File: src/rtl/core/ptd_pkg.sv
`default_nettype none

package ptd_pkg;

    // first candidate of the 6k-1 / 6k+1 sweep and its stride
    localparam int unsigned FIRST_DIVISOR = 5;
    localparam int unsigned DIVISOR_STEP  = 6;
    localparam int unsigned PAIR_GAP      = 2;
    // values up to this one are settled without any division
    localparam int unsigned SMALL_LIMIT   = 3;
    localparam int unsigned SMALL_ODD_DIV = 3;

    // request from the sequencer to the remainder unit
    typedef struct packed {
        logic go;
    } t_div_req;

    // status back from the remainder unit
    typedef struct packed {
        logic done;
    } t_div_sts;

endpackage

`default_nettype wire

File: src/rtl/core/ptd_rem.sv
`default_nettype none

module ptd_rem #(
    parameter int NW = 31,
    parameter int DW = 17
) (
    input  wire                     i_clk,
    input  wire                     i_rst_n,
    input  wire ptd_pkg::t_div_req  i_req,
    input  wire  [NW-1:0]           i_dividend,
    input  wire  [DW-1:0]           i_divisor,
    output ptd_pkg::t_div_sts       o_sts,
    output logic [NW-1:0]           o_quot,
    output logic [DW-1:0]           o_rem
);
    import ptd_pkg::*;

    localparam int CW = $clog2(NW + 1);

    logic          r_run;
    logic          r_done;
    logic [CW-1:0] r_cnt;
    logic [DW-1:0] r_rem;
    logic [NW-1:0] r_quo;
    logic [DW-1:0] r_dvsr;

    logic [DW:0]   w_trial;
    logic [DW:0]   w_diff;
    logic          w_fit;

    // restoring step, one quotient bit per cycle
    assign w_trial = {r_rem, r_quo[NW-1]};
    assign w_diff  = w_trial - {1'b0, r_dvsr};
    assign w_fit   = w_trial >= {1'b0, r_dvsr};

    always_ff @(posedge i_clk) begin
        if (!i_rst_n) begin
            r_run  <= 1'b0;
            r_done <= 1'b0;
            r_cnt  <= '0;
        end else begin
            r_done <= 1'b0;
            if (i_req.go) begin
                r_run  <= 1'b1;
                r_cnt  <= CW'(NW);
                r_rem  <= '0;
                r_quo  <= i_dividend;
                r_dvsr <= i_divisor;
            end else if (r_run) begin
                r_rem <= w_fit ? w_diff[DW-1:0] : w_trial[DW-1:0];
                r_quo <= {r_quo[NW-2:0], w_fit};
                r_cnt <= r_cnt - CW'(1);
                if (r_cnt == CW'(1)) begin
                    r_run  <= 1'b0;
                    r_done <= 1'b1;
                end
            end
        end
    end

    assign o_sts.done = r_done;
    assign o_quot     = r_quo;
    assign o_rem      = r_rem;

endmodule

`default_nettype wire

File: config.mk
export PLATFORM = sky130hd
export DESIGN_NAME = ptd_rem
export DESIGN_NICKNAME = d
export VERILOG_FILES = /design/src/rtl/core/ptd_pkg.sv /design/src/rtl/core/ptd_rem.sv
export SDC_FILE = /design/constraint.sdc
export NUM_CORES = 1
export LEC_CHECK = 0
export BUFFER_PORTS_ARGS = -buffer_cell sky130_fd_sc_hd__buf_2
export CAP_MARGIN = 20
export CORE_MARGIN = 2
export CORE_UTILIZATION = 27
export DETAILED_ROUTE_END_ITERATION = 16
export MAX_ROUTING_LAYER = met4
export PLACE_DENSITY = 0.44
export SETUP_SLACK_MARGIN = 0.15
export SLEW_MARGIN = 25
export SYNTH_ARGS = -nofsm -noshare
export SYNTH_HDL_FRONTEND = slang
export SYNTH_SLANG_ARGS = --single-unit
File: constraint.sdc
create_clock -name i_clk -period 2.5 [get_ports i_clk]
set_input_delay 0.5 -clock i_clk [delete_from_list [all_inputs] [get_ports i_clk]]
set_output_delay 0.5 -clock i_clk [all_outputs]
set_load 0.1 [all_outputs]
### Yosys cells after proc, flatten, opt, wreduce, memory -nomap -nowiden

Cells that the tools add are included.
Widths: inputs -> output; s select.

* word-level logic and storage cells: 26
* bits in registers: 72
* output and inout bits: 49
* input bits: 51

* eq/ne operators: 1
* reductions and logical operators: 4
* $add $sub $neg: 2
* $lt $le $gt $ge: 1
* muxes and demuxes: 10
* bitwise logic cells: 2

Operators with widths (number)
* $mux 31: 2
* $mux 17: 2
* $ge 18x17->1: 1
* $sub 17x17->17: 1
* $mux 5: 2
* $eq 5x1->1 const B: 1
* $sub 5x1->5 const B: 1
* $mux 1: 4
* $reduce_and 2->1: 2
* $reduce_or 3->1: 1
* $not 1->1: 2
* $reduce_bool 2->1: 1

### Logic depth before layout (Yosys ltp)

* word-level depth: 4
* depth in mapped cells: 12

### Worst setup path before layout

No wires, ideal clock.

* path kind: reg2reg
* start: register r_quo[30], in the netlist o_quot[30]
* end: register r_rem[16], in the netlist o_rem[16] (data pin)
* cell stages (with the launch flop): 13
* required time: 2.312 ns
* library setup time: 0.188 ns
* arrival: 3.093 ns
* slack: -0.781 ns
* period minus slack after synthesis: 3.281 ns
* cells stage by stage: edfxtp_1 > inv_1 > ha_1 > inv_1 > fa_1 > a21o_2 > a221o_2 > a211oi_2 > o41a_1 > buf_6 > clkbuf_8 > nand3_1 > o41ai_1

* word-level cells in the longest chain between the ends: 3
* elaborated cells between the ends (all ways): 4

RTL lines
* from (decl): RTL line ptd_rem.sv:24 `logic [NW-1:0] r_quo;`
* from (signal assigned): RTL line ptd_rem.sv:47 `r_quo <= i_dividend;`
* from (signal assigned): RTL line ptd_rem.sv:51 `r_quo <= {r_quo[NW-2:0], w_fit};`
* $sub 17x17->17 or $ge 18x17->1 (tied branches): RTL line ptd_rem.sv:33, ptd_rem.sv:34
* $mux 17 *: RTL line ptd_rem.sv:50 `r_rem <= w_fit ? w_diff[DW-1:0] : w_trial[DW-1:0];`
* $mux 17 *: RTL line ptd_rem.sv:49 `end else if (r_run) begin`
* to (signal assigned): RTL line ptd_rem.sv:50
* to (decl): RTL line ptd_rem.sv:23 `logic [DW-1:0] r_rem;`

Every way passes the cells marked *; elsewhere a longest branch is shown, timed or not. The select of a mux whose other input is x is not followed.
A chain may end at the register's enable or synchronous reset.

### Worst setup path in the final report

* start: register r_quo[30], in the netlist o_quot[30]
* end: register r_rem[4], in the netlist o_rem[4] (data pin)

The elaborated chain is that of the path after synthesis.

==> results.toml <==
[power_and_ir_drop]
power_density_nw_per_um2 = 762
power_leakage_nw = 2.33
fin_total_pwr_mw = 4.14
ir_worst_vdd_v = 0.000355

[sta]
drv_slew = 0
slew_headroom_pct = 52.2
min_period_over_period_pct = 110
min_period_ns = 2.74
worst_pin_slew_ns = 0.713
setup_viol = 18
fmax_ghz = 0.365
finClkSkew_ns = 0.00581
rsz0062_at_grt = "true"
fin_ws_ns = -0.240
final_hold_viol_count = 0

[synth]
synthCells = 327
yosysMostFrequentCell = "edfxtp_1"
avgSynthCellArea_sq_um = 12.1
synth_simple_gate_area_share_pct = 9.80
yosysUniqueCellTypes = 57
synth_area_leaders = "edfxtp_1 (49%), mux2_2 (8.8%), ha_1 (6.0%)"
muxShareOfSynthArea_pct = 9.35
synth_compound_area_share_pct = 14.0
synthFlopType = "edfxtp_1"
synth_seq_cells = 72
synth_fa_ha_area_share_pct = 6.53
synth_xor_area_share_pct = 2.89
synth_edf_count = 65
synth_top_family_by_area = "compound AO/OA/AOI/OAI gates"
synth_area_leader_cell = "edfxtp_1"
yosysSeqAreaShare_pct = 53.0
syn-num-nets = 398
yosys-top-cells-count = "edfxtp_1 (65), nand2_1 (36), mux2_2 (31)"
synth_top_area_share_pct = 49.5
ys.warnings.count = 0
syn_area_sq_um = 3950
async_flop_share_pct = 0

[clocking]
cts_root_buf = "clkbuf_16"
postCtsHoldBufs = 0
cts-htree-levels = 3
cts.sinks = 72
clkSlewWorstSetupHoldPaths_ns = 0.06
cts_tree = "built"
numCtsBuffers = 9
clkLatencyLatePin_ns = 0.34
clock_path_buffers = 2

[placement]
gp_congestion = 0.831
io_buffers = 99
dp.final_hpwl_um = 7550

[critical_path]
start_kind = "flop"
crit_path_start = "o_quot[30]$_DFFE_PP_"
r2r-start = "o_quot[30]$_DFFE_PP_"
critPathArrivalTime_ns = 2.93
cp_max_fo = 6
cp.required_ns = 2.69
crit_path_end_kind = "flop"
critPathKind = "flop to flop"

[cells_and_area]
nets = 561
ff_latch_area_sq_um = 2090
multi_input_area_sq_um = 1720
drive_above_1_share_pct = 47.1
final_util_pct = 37.7
area_growth_pct = 37.8
fill_cells = 1460

[global_route]
antenna_found_initial = 1
grt_use_total_pct = 14.0
grt_max_degree = 34
grt_pass1_wl_um = 16700
gr-total-overflow = 0
grt_pass1_vias = 3303

[drt]
first_pass_iters = 4
ant_nets = 0
post-route-drc-count = 0
drtIter0Drc = 173
wl_um = 10200
vias = 3141
wire_per_inst_um = 15.0
routed_via_density = 4.62

[floorplanning]
initial_core_util_pct = 27.4
die_x_um = 125
die_y_um = 125
core_sq_um = 14400
die-area_sq_um = 15600
design.portCount = 100
rows = 44

[status]
failed_checks = "negative setup slack"
outcome = "finished with violations"

[run]
cap_violations = 0

[min_path]
worstHoldPathType = "primary input to flop"
hold_start = "i_divisor[16]"
==> area by class of cell <==
| class | instances | share of cell area [%] |
|---|---|---|
| antenna | 1 | 0.0460 |
| tap | 184 | 4.23 |
| sequential | 72 | 38.5 |
| multi-input combinational | 221 | 31.7 |
| inverter | 23 | 1.59 |
| clock buffer | 9 | 4.14 |
| timing repair buffer | 163 | 18.8 |
| clock inverter | 7 | 0.989 |
==> path summary, 6_finish.rpt <==
check                                 to  slack (ns)  cells past startpoint
hold / removal      r_dvsr[16]$_DFFE_PP_        0.33                      1
setup reg to reg  o_rem[4]$_SDFFCE_PP0P_       -0.24                     12
hold reg to reg    r_cnt[1]$_SDFFE_PN0N_        0.58                      2
setup / recovery  o_rem[4]$_SDFFCE_PP0P_       -0.24                     12
==> state kept, by name, summed over array words and instances, names as in the netlist <==
signal,count
r_run,1
o_sts,1
o_quot,31
r_cnt,5
o_rem,17
r_dvsr,17
==> critical path: stages (launching register included) <==
cell	delay, ns
edfxtp_1	0.38
inv_1	0.07
ha_2	0.17
inv_2	0.04
fa_2	0.33
a21o_2	0.23
a221o_2	0.41
a211oi_4	0.29
o41a_1	0.21
buf_6	0.13
buf_6	0.12
nand2_1	0.06
a21oi_1	0.15
==> metal layers <==
metal,vias up,global-route usage [%],part of all wire [%]
met5,-,-,0
met4,0,5.16,2.0
met3,18,5.11,8.0
met2,108,21.0,44
met1,1449,17.4,46
li1,1566,-,-
==> placed cells by master (no fill, tap or decap), drive strengths merged, types with 3 or more instances in the layout <==
master / Yosys / final
buf: 7 / 163
edfxtp: 65 / 65
nand2: 36 / 36
mux2: 31 / 31
a21oi: 26 / 26
inv: 22 / 25
ha: 19 / 19
o21ai: 10 / 10
xnor2: 9 / 9
clkbuf: 4 / 9
nor2: 8 / 8
a21o: 8 / 8
dfxtp: 7 / 7
nand3: 6 / 6
a21boi: 6 / 6
a211oi: 5 / 5
xor2: 4 / 4
nor3: 4 / 4
and3: 4 / 4
a31oi: 3 / 3
nand2b: 3 / 3
or3: 3 / 3
clkinvlp: 0 / 3
o21a: 3 / 3
and4: 3 / 3
==> kinds of logic (layout without fill, tap and decap cells) <==
logic type | after synthesis | in the layout
xor gates and xnor gates | 13 | 13
AOI/OAI and AO/OA | 78 | 78
adders and majority gates | 20 | 20
buffers and inverters | 34 | 202
muxes | 33 | 33
DFF | 72 | 72
other | 0 | 1
and+or+nand+nor | 77 | 77
==> report_power, final <==
part	internal [mW]	leakage, nW	switching [mW]
Sequential	1.44	0.679	0.0532
Combinational	0.510	1.52	0.921
Clock	0.680	0.129	0.543
==> timing repair <==
item / CTS / global route
setup buffers: 5 / 0
setup endpoints to repair: 18 / 18
pin swaps: 2 / 0
gates resized for setup: 2 / 5
==> per-stage QoR <==
stage | cell area (sq um) | std cells | hold WS [ns] | worst slack (ns) | setup TNS, ns
detailed placement | 5070 | 658 | 0.563 | -0.335 | -5.14
global placement | 5070 | 658 | 0.553 | -0.314 | -4.85
CTS | 5420 | 679 | 0.310 | -0.232 | -3.43
floorplan | 3980 | 327 | 0.540 | -0.624 | -10.42
finish | 5440 | 680 | 0.327 | -0.240 | -3.46
global route | 5440 | 680 | 0.316 | -0.370 | -5.93
Power figures use the tool's default switching activity.
